**src/rtl/core/cfp_pkg.sv**
```systemverilog
// Shared widths, constants and sequencer states for the closest factor pair core.
package cfp_pkg;

    // Width of the number as it is used by the datapath.
    localparam int NUM_WIDTH   = 24;
    // Fixed field widths of the ports.
    localparam int IN_WIDTH    = 24;
    localparam int LARGE_WIDTH = 24;
    localparam int SMALL_WIDTH = 12;

    // Floor root of a NUM_WIDTH-bit value fits in this many bits.
    localparam int ROOT_WIDTH  = (NUM_WIDTH + 1) / 2;
    // Step counters of the two iterative units.
    localparam int ROOT_CNT_W  = $clog2(ROOT_WIDTH);
    localparam int DIV_CNT_W   = $clog2(NUM_WIDTH);

    typedef enum logic [2:0] {
        ST_IDLE,
        ST_ROOT,
        ST_TRY,
        ST_DIV,
        ST_OUT
    } state_t;

endpackage

```
**src/rtl/core/cfp_isqrt.sv**
```systemverilog
// Bit-serial exact floor square root, one root bit per cycle.
module cfp_isqrt (
    input  logic                           aclk,
    input  logic                           aresetn,
    input  logic                           start,
    input  logic [cfp_pkg::NUM_WIDTH-1:0]  radicand,
    output logic                           done,
    output logic [cfp_pkg::ROOT_WIDTH-1:0] root
);
    import cfp_pkg::*;

    localparam int SRC_W = 2 * ROOT_WIDTH;
    localparam int REM_W = ROOT_WIDTH + 3;

    logic                  active_reg, active_next;
    logic                  done_reg, done_next;
    logic [ROOT_CNT_W-1:0] cnt_reg, cnt_next;
    logic [SRC_W-1:0]      src_reg, src_next;
    logic [REM_W-1:0]      rem_reg, rem_next;
    logic [ROOT_WIDTH-1:0] root_reg, root_next;

    logic [REM_W-1:0]      rem_sh;
    logic [REM_W-1:0]      trial;
    logic                  fits;

    always_comb begin
        // bring down the next pair of radicand bits
        rem_sh = {rem_reg[REM_W-3:0], src_reg[SRC_W-1 -: 2]};
        trial  = REM_W'({root_reg, 2'b01});
        fits   = (rem_sh >= trial);

        active_next = active_reg;
        done_next   = 1'b0;
        cnt_next    = cnt_reg;
        src_next    = src_reg;
        rem_next    = rem_reg;
        root_next   = root_reg;

        if (start) begin
            active_next = 1'b1;
            cnt_next    = '0;
            src_next    = SRC_W'(radicand);
            rem_next    = '0;
            root_next   = '0;
        end else if (active_reg) begin
            src_next  = {src_reg[SRC_W-3:0], 2'b00};
            rem_next  = fits ? (rem_sh - trial) : rem_sh;
            root_next = {root_reg[ROOT_WIDTH-2:0], fits};
            cnt_next  = cnt_reg + ROOT_CNT_W'(1);
            if (cnt_reg == ROOT_CNT_W'(ROOT_WIDTH - 1)) begin
                active_next = 1'b0;
                done_next   = 1'b1;
            end
        end
    end

    always_ff @(posedge aclk) begin
        if (!aresetn) begin
            active_reg <= 1'b0;
            done_reg   <= 1'b0;
        end else begin
            active_reg <= active_next;
            done_reg   <= done_next;
        end
        cnt_reg  <= cnt_next;
        src_reg  <= src_next;
        rem_reg  <= rem_next;
        root_reg <= root_next;
    end

    assign done = done_reg;
    assign root = root_reg;

endmodule

```
**src/rtl/core/cfp_divider.sv**
```systemverilog
// Restoring divider, one quotient bit per cycle.
module cfp_divider (
    input  logic                           aclk,
    input  logic                           aresetn,
    input  logic                           start,
    input  logic [cfp_pkg::NUM_WIDTH-1:0]  dividend,
    input  logic [cfp_pkg::ROOT_WIDTH-1:0] divisor,
    output logic                           done,
    output logic [cfp_pkg::NUM_WIDTH-1:0]  quotient,
    output logic [cfp_pkg::ROOT_WIDTH-1:0] remainder
);
    import cfp_pkg::*;

    logic                  active_reg, active_next;
    logic                  done_reg, done_next;
    logic [DIV_CNT_W-1:0]  cnt_reg, cnt_next;
    logic [NUM_WIDTH-1:0]  quo_reg, quo_next;
    logic [ROOT_WIDTH-1:0] rem_reg, rem_next;
    logic [ROOT_WIDTH-1:0] dvs_reg, dvs_next;

    logic [ROOT_WIDTH:0]   rem_sh;
    logic [ROOT_WIDTH:0]   diff;
    logic                  qbit;

    always_comb begin
        rem_sh = {rem_reg, quo_reg[NUM_WIDTH-1]};
        diff   = rem_sh - {1'b0, dvs_reg};
        // no borrow: the divisor fits
        qbit   = ~diff[ROOT_WIDTH];

        active_next = active_reg;
        done_next   = 1'b0;
        cnt_next    = cnt_reg;
        quo_next    = quo_reg;
        rem_next    = rem_reg;
        dvs_next    = dvs_reg;

        if (start) begin
            active_next = 1'b1;
            cnt_next    = '0;
            quo_next    = dividend;
            rem_next    = '0;
            dvs_next    = divisor;
        end else if (active_reg) begin
            quo_next = {quo_reg[NUM_WIDTH-2:0], qbit};
            rem_next = qbit ? diff[ROOT_WIDTH-1:0] : rem_sh[ROOT_WIDTH-1:0];
            cnt_next = cnt_reg + DIV_CNT_W'(1);
            if (cnt_reg == DIV_CNT_W'(NUM_WIDTH - 1)) begin
                active_next = 1'b0;
                done_next   = 1'b1;
            end
        end
    end

    always_ff @(posedge aclk) begin
        if (!aresetn) begin
            active_reg <= 1'b0;
            done_reg   <= 1'b0;
        end else begin
            active_reg <= active_next;
            done_reg   <= done_next;
        end
        cnt_reg <= cnt_next;
        quo_reg <= quo_next;
        rem_reg <= rem_next;
        dvs_reg <= dvs_next;
    end

    assign done      = done_reg;
    assign quotient  = quo_reg;
    assign remainder = rem_reg;

endmodule

```
**src/rtl/core/closest_factor_pair_core.sv**
```systemverilog
// Top level: splits a number into its most nearly square factor pair.
//
// Input channel s_valid/s_ready/s_number carries one word, the number.
// Result channel m_valid/m_ready/m_larger_factor/m_smaller_factor carries one
// word per input word: the largest divisor not above floor(sqrt(number)) and
// the matching cofactor. A zero input gives both factors as zero.
//
// Sequence: the floor root step (launch, ROOT_WIDTH = 12 root bits, done)
// runs first, then each candidate divisor, counting down from the root, is
// tried in the shared restoring divider (NUM_WIDTH quotient bits) until one
// divides the number; m_valid then rises once the result reaches the output
// register. A zero input skips both steps. A prime near 2^24 tries about
// 4096 candidates. s_ready is high only while the sequencer is idle, so a
// new word is taken only once the previous result has moved to the output
// register.
//
// The result sits in an output register, so a new word is accepted while the
// previous result still waits; if the receiver stalls, the next finished
// result waits in the sequencer until the output register frees up.
// aresetn is synchronous, active low, and drops any word in flight.
module closest_factor_pair_core (
    input  logic                            aclk,
    input  logic                            aresetn,
    input  logic                            s_valid,
    output logic                            s_ready,
    input  logic [cfp_pkg::IN_WIDTH-1:0]    s_number,
    output logic                            m_valid,
    input  logic                            m_ready,
    output logic [cfp_pkg::LARGE_WIDTH-1:0] m_larger_factor,
    output logic [cfp_pkg::SMALL_WIDTH-1:0] m_smaller_factor
);
    import cfp_pkg::*;

    state_t                 state_reg, state_next;
    logic [NUM_WIDTH-1:0]   n_reg, n_next;
    logic [ROOT_WIDTH-1:0]  d_reg, d_next;
    logic [NUM_WIDTH-1:0]   res_large_reg, res_large_next;
    logic [ROOT_WIDTH-1:0]  res_small_reg, res_small_next;
    logic                   m_valid_reg, m_valid_next;
    logic [LARGE_WIDTH-1:0] m_large_reg, m_large_next;
    logic [SMALL_WIDTH-1:0] m_small_reg, m_small_next;
    // root unit is started the cycle after the word lands in n_reg
    logic                   root_pend_reg;

    logic                   in_fire;
    logic [NUM_WIDTH-1:0]   in_num;
    logic                   root_start, root_done;
    logic [ROOT_WIDTH-1:0]  root_val;
    logic                   div_start, div_done;
    logic [NUM_WIDTH-1:0]   div_quo;
    logic [ROOT_WIDTH-1:0]  div_rem;

    cfp_isqrt u_isqrt (
        .aclk     (aclk),
        .aresetn  (aresetn),
        .start    (root_start),
        .radicand (n_reg),
        .done     (root_done),
        .root     (root_val)
    );

    cfp_divider u_divider (
        .aclk      (aclk),
        .aresetn   (aresetn),
        .start     (div_start),
        .dividend  (n_reg),
        .divisor   (d_reg),
        .done      (div_done),
        .quotient  (div_quo),
        .remainder (div_rem)
    );

    assign s_ready = (state_reg == ST_IDLE);
    assign in_fire = s_valid && s_ready;
    assign in_num  = NUM_WIDTH'(s_number);

    always_comb begin
        state_next     = state_reg;
        n_next         = n_reg;
        d_next         = d_reg;
        res_large_next = res_large_reg;
        res_small_next = res_small_reg;
        m_valid_next   = m_valid_reg;
        m_large_next   = m_large_reg;
        m_small_next   = m_small_reg;
        root_start     = 1'b0;
        div_start      = 1'b0;

        // output register drains independently of the sequencer
        if (m_valid_reg && m_ready) begin
            m_valid_next = 1'b0;
        end

        unique case (state_reg)
            ST_IDLE: begin
                if (in_fire) begin
                    n_next = in_num;
                    if (in_num == '0) begin
                        // zero has no divisor: report 0 / 0
                        res_large_next = '0;
                        res_small_next = '0;
                        state_next     = ST_OUT;
                    end else begin
                        state_next = ST_ROOT;
                    end
                end
            end
            ST_ROOT: begin
                // root unit launched on entry, n_reg is stable here
                root_start = root_pend_reg;
                if (root_done) begin
                    d_next     = root_val;
                    state_next = ST_TRY;
                end
            end
            ST_TRY: begin
                div_start  = 1'b1;
                state_next = ST_DIV;
            end
            ST_DIV: begin
                if (div_done) begin
                    if (div_rem == '0) begin
                        res_large_next = div_quo;
                        res_small_next = d_reg;
                        state_next     = ST_OUT;
                    end else begin
                        // d = 1 always divides, so this never reaches zero
                        d_next     = d_reg - ROOT_WIDTH'(1);
                        state_next = ST_TRY;
                    end
                end
            end
            ST_OUT: begin
                if (!m_valid_reg || m_ready) begin
                    m_valid_next = 1'b1;
                    m_large_next = LARGE_WIDTH'(res_large_reg);
                    m_small_next = SMALL_WIDTH'(res_small_reg);
                    state_next   = ST_IDLE;
                end
            end
            default: begin
                state_next = ST_IDLE;
            end
        endcase
    end

    always_ff @(posedge aclk) begin
        if (!aresetn) begin
            state_reg     <= ST_IDLE;
            m_valid_reg   <= 1'b0;
            root_pend_reg <= 1'b0;
        end else begin
            state_reg     <= state_next;
            m_valid_reg   <= m_valid_next;
            root_pend_reg <= (state_reg == ST_IDLE) && (state_next == ST_ROOT);
        end
        n_reg         <= n_next;
        d_reg         <= d_next;
        res_large_reg <= res_large_next;
        res_small_reg <= res_small_next;
        m_large_reg   <= m_large_next;
        m_small_reg   <= m_small_next;
    end

    assign m_valid          = m_valid_reg;
    assign m_larger_factor  = m_large_reg;
    assign m_smaller_factor = m_small_reg;

    // ---------------------------------------------------------------------
    // Assertions
    // ---------------------------------------------------------------------

    // a candidate divisor is never zero once trial division is running
    a_divisor_nonzero: assert property (@(posedge aclk) disable iff (!aresetn)
        (state_reg == ST_TRY || state_reg == ST_DIV) |-> (d_reg != '0))
        else $error("trial divisor reached zero");

    // a zero smaller factor only ever comes with a zero larger factor
    a_zero_pair: assert property (@(posedge aclk) disable iff (!aresetn)
        m_valid |-> (m_smaller_factor != '0 || m_larger_factor == '0))
        else $error("zero divisor with nonzero cofactor");

    // the root unit and the divider never finish together
    a_unit_excl: assert property (@(posedge aclk) disable iff (!aresetn)
        !(root_done && div_done))
        else $error("root and divider done in the same cycle");

    // a divide is only launched from the try step
    a_div_launch: assert property (@(posedge aclk) disable iff (!aresetn)
        div_start |=> (state_reg == ST_DIV))
        else $error("divider started outside trial sequence");

endmodule
```
**config.mk**
```make
export PLATFORM = sky130hd
export DESIGN_NAME = closest_factor_pair_core
export DESIGN_NICKNAME = d
export VERILOG_FILES = /design/src/rtl/core/cfp_pkg.sv /design/src/rtl/core/cfp_isqrt.sv /design/src/rtl/core/cfp_divider.sv /design/src/rtl/core/closest_factor_pair_core.sv
export SDC_FILE = /design/constraint.sdc
export NUM_CORES = 1
export LEC_CHECK = 0
export BUFFER_PORTS_ARGS = -buffer_cell sky130_fd_sc_hd__buf_2
export CORE_UTILIZATION = 31
export DETAILED_ROUTE_END_ITERATION = 8
export SKIP_CTS_REPAIR_TIMING = 1
export SLEW_MARGIN = 10
export SYNTH_ARGS = -nofsm -noshare
export SYNTH_HDL_FRONTEND = slang
export SYNTH_SLANG_ARGS = --single-unit
```
**constraint.sdc**
```tcl
create_clock -name aclk -period 4.3 [get_ports aclk]
set_clock_uncertainty 0.2 [all_clocks]
set_input_delay 0.43 -clock aclk [delete_from_list [all_inputs] [get_ports aclk]]
set_output_delay 0.43 -clock aclk [all_outputs]
set_load 0.01 [all_outputs]
```
==> results.toml <==
[outcome]
run_status = "finished, violations left"
violated_checks = "design-rule violations"

[drt]
drc_errors = 4
detail_route.wl_per_cell_um = 15.6
route.detailed.vias_per_inst = 4.78
dr.pass1.iters = 7
number_of_antenna_violating_nets_in_the_routed_design = 0
num_vias = 6301
finalWirelength_um = 20500
detail_route.iter0.violations = 476

[clocking]
numClockSinks = 223
clkLatencyLatePin_ns = 0.52
cts_made_buffers = 24
clock_path_buffers = 3
htree_levels = 1
cts_tree = "built"
clk_transition_reported_paths_ns = 0.06
clk_root_buffer_cell = "sky130_fd_sc_hd__clkbuf_16"

[cells_and_area]
n_antenna_cell = 0
final_common_cell = "sky130_fd_sc_hd__edfxtp_1"
layout_cells_sized_above_1 = 0.169
design.final.nets = 962
final_cell_mix = "168 x sky130_fd_sc_hd__edfxtp_1, 100 x sky130_fd_sc_hd__nand2_1, 65 x sky130_fd_sc_hd__nor2_1, 65 x sky130_fd_sc_hd__buf_2, 55 x sky130_fd_sc_hd__dfxtp_1"
post-route-util = 0.376
area_delta_synth_final_pct = 18.1
final_cell_count_no_fill = 1318

[timing]
setup_tns_ns = 0
post-route-period-util = 0.704
max_slew_headroom = 0.220
final-max-slew-violation-count = 0
count_of_final_setup_violators = 0
timing.final.ws_setup_ns = 1.27
post-route-min-period_ns = 3.03
final-hold-violation-count = 0
grt_setup_unrepaired = "no"
maximum_clock_frequency_mhz = 331
timing_worst_slew_pin_value_ns = 1.17

[floorplanning]
floorplan.initialDensity = 0.318
fp.coreArea_um2 = 30800
die_y_um = 180
cell_rows = 64
die_width_um = 180
design.portCount = 66
dieArea_um2 = 32400

[placement]
buffer_ports.inserted = 65
numPlacedInstances = 1249
gp_routability_congestion = 0.824
place_hpwl_um = 14100
placement.setup.worst_slack_ns = 1.32

[worst_setup_path]
rrSetupSlack_ns = 1.27
crit_chain = "nor3_1 -> and2_1 -> o2bb2ai_4 -> buf_4"
end_kind = "register"
cp_slowest_cell = "sky130_fd_sc_hd__and2_1"
cp-start-kind = "register"
timing.rr.start = "state_reg[1]"
reg2reg_to = "res_small_reg[7]"
crit_fanout = 37
critical_path_required_ns = 4.25
worst_ep_arrival_time_ns = 2.98
max_stage_delay_ns = 0.96
crit_path_category = "register to register"
timing.reg2reg.worst_path_depth = 4

[grt]
grt_start_max_net_pins = 42
via_count_of_the_first_global_routing_pass = 5934
grt_pass1_wl_um = 32300
grt_antenna_before_repair = 0
grt.total_usage = 0.124
grt_overflow_total = 0

[yosys]
synth_edf_count = 168
synth_fp_nets = 869
synth_cells = 811
synth.ff_latch_count = 223
post_synth_instance_area_um2 = 9810
yosysSeqAreaShare = 0.626
yosys_warnings = 0
synthFlopType = "sky130_fd_sc_hd__edfxtp_1"
avgSynthCellArea_um2 = 12.1
netlist-cell-type-count = 66
asyncSetResetFlopFracSynth = 0

[power]
max-vdd-ir-drop_uv = 266
combinationalPowerShare = 0.248
power.internal_uw = 4260
power.share.switching = 0.300
switchingPower_uw = 1830
powerDensity_nw_per_um2 = 526
power_frac_clock = 0.323
seq_power_share = 0.430
leakagePower_uw = 0.00437

[job]
max_cap_viol_count = 0

[worst_hold_path]
hp-class = "input pin to register"
timing.hold.worst_endpoint = "state_reg[2]"
whs_path_depth = 4
min-delay-start = "m_ready"
-- stage by stage --
step / cell area [um2] / hold WS, ns / power [uW]
after floorplan: 9810 / 0.200 / 3850
after global placement: 10600 / 0.204 / 4130
after detailed placement: 10600 / 0.205 / 4140
after CTS: 11300 / -0.111 / 6120
after global routing: 11600 / 0.173 / 6410
final: 11600 / 0.148 / 6090
-- power groups by stage --
stage | Combinational, uW | Clock (uW) | Sequential [uW]
2_1_floorplan | 1250 | 0 | 2610
3_3_place_gp | 1460 | 0 | 2660
3_5_place_dp | 1480 | 0 | 2660
4_1_cts | 1490 | 2010 | 2620
5_1_grt | 1690 | 2080 | 2640
6_report | 1510 | 1970 | 2620
-- worst max-delay path, delay by kind of cell, from the launching register on --
family,cells,cell delay (ns)
and+or+nand+nor,2,1.34
DFF,1,0.45
AOI/OAI and AO/OA,1,0.17
buffers and inverters,1,0.44
-- synth_stat cells, types with 5 or more instances --
cell	count	area (um2)
sky130_fd_sc_hd__nor4_1	15	93.8
sky130_fd_sc_hd__a21oi_1	34	170
sky130_fd_sc_hd__a31oi_1	5	31.3
sky130_fd_sc_hd__and3_1	40	250
sky130_fd_sc_hd__nand4_1	7	43.8
sky130_fd_sc_hd__mux2i_1	26	260
sky130_fd_sc_hd__nand2b_1	6	37.5
sky130_fd_sc_hd__nand3_1	10	50.1
sky130_fd_sc_hd__ha_1	29	363
sky130_fd_sc_hd__clkbuf_1	24	90.1
sky130_fd_sc_hd__nor3_1	15	75.1
sky130_fd_sc_hd__o21ai_1	9	45.0
sky130_fd_sc_hd__o21ai_0	20	100
sky130_fd_sc_hd__nor2b_1	5	31.3
sky130_fd_sc_hd__a211oi_1	5	37.5
sky130_fd_sc_hd__a21o_1	7	52.6
sky130_fd_sc_hd__mux2_2	24	270
sky130_fd_sc_hd__xnor2_1	16	140
sky130_fd_sc_hd__o311ai_1	5	43.8
sky130_fd_sc_hd__xor2_1	17	149
sky130_fd_sc_hd__dfxtp_1	55	1100
sky130_fd_sc_hd__edfxtp_1	168	5040
sky130_fd_sc_hd__nand2_1	100	375
sky130_fd_sc_hd__nor2_1	66	248
sky130_fd_sc_hd__and2_1	5	31.3
sky130_fd_sc_hd__inv_1	38	143
-- worst max-delay path by stage --
stage | startpoint | to | slack [ns] | cells past startpoint
after floorplan | state_reg[2] | res_large_reg[0] | 0.84 | 6
after global placement | u_divider.quotient[23] | u_divider.remainder[9] | 1.34 | 11
after detailed placement | u_divider.quotient[23] | u_divider.remainder[3] | 1.32 | 11
after CTS | state_reg[1] | res_small_reg[3] | 1.27 | 4
after global routing | u_divider.quotient[23] | u_divider.remainder[3] | 1.04 | 11
final | state_reg[1] | res_small_reg[7] | 1.27 | 4
-- layer usage --
metal | wire [um] | share of wire | global-route usage | vias to the layer above
met5 | 0 | 0 | 0 | -
met4 | 520 | 0.025 | 0.0369 | 0
met3 | 898 | 0.044 | 0.0176 | 34
met2 | 8860 | 0.43 | 0.186 | 154
met1 | 10200 | 0.50 | 0.185 | 2978
li1 | - | - | - | 3135
-- kinds of logic (layout without fill, tap and decap cells) --
| family | count (synthesis) | in the layout | share of synthesized area |
|---|---|---|---|
| adder cells (fa/ha/maj) | 30 | 30 | 0.0390 |
| XOR/XNOR | 33 | 33 | 0.0295 |
| multiplexers | 50 | 50 | 0.0541 |
| flip-flops | 223 | 223 | 0.626 |
| AO/OA/AOI/OAI | 115 | 115 | 0.0775 |
| buffers and inverters | 75 | 186 | 0.0338 |
| AND/OR/NAND/NOR | 285 | 285 | 0.140 |
-- layout make-up --
class,count,area [um2]
Tap cell,396,495
Inverter,39,146
Multi-Input combinational cell,513,3370
Clock inverter,12,128
Sequential cell,223,6150
Timing Repair Buffer,103,673
Fill cell,2920,19200
Clock buffer,32,631
Power figures use the tool's default switching activity.
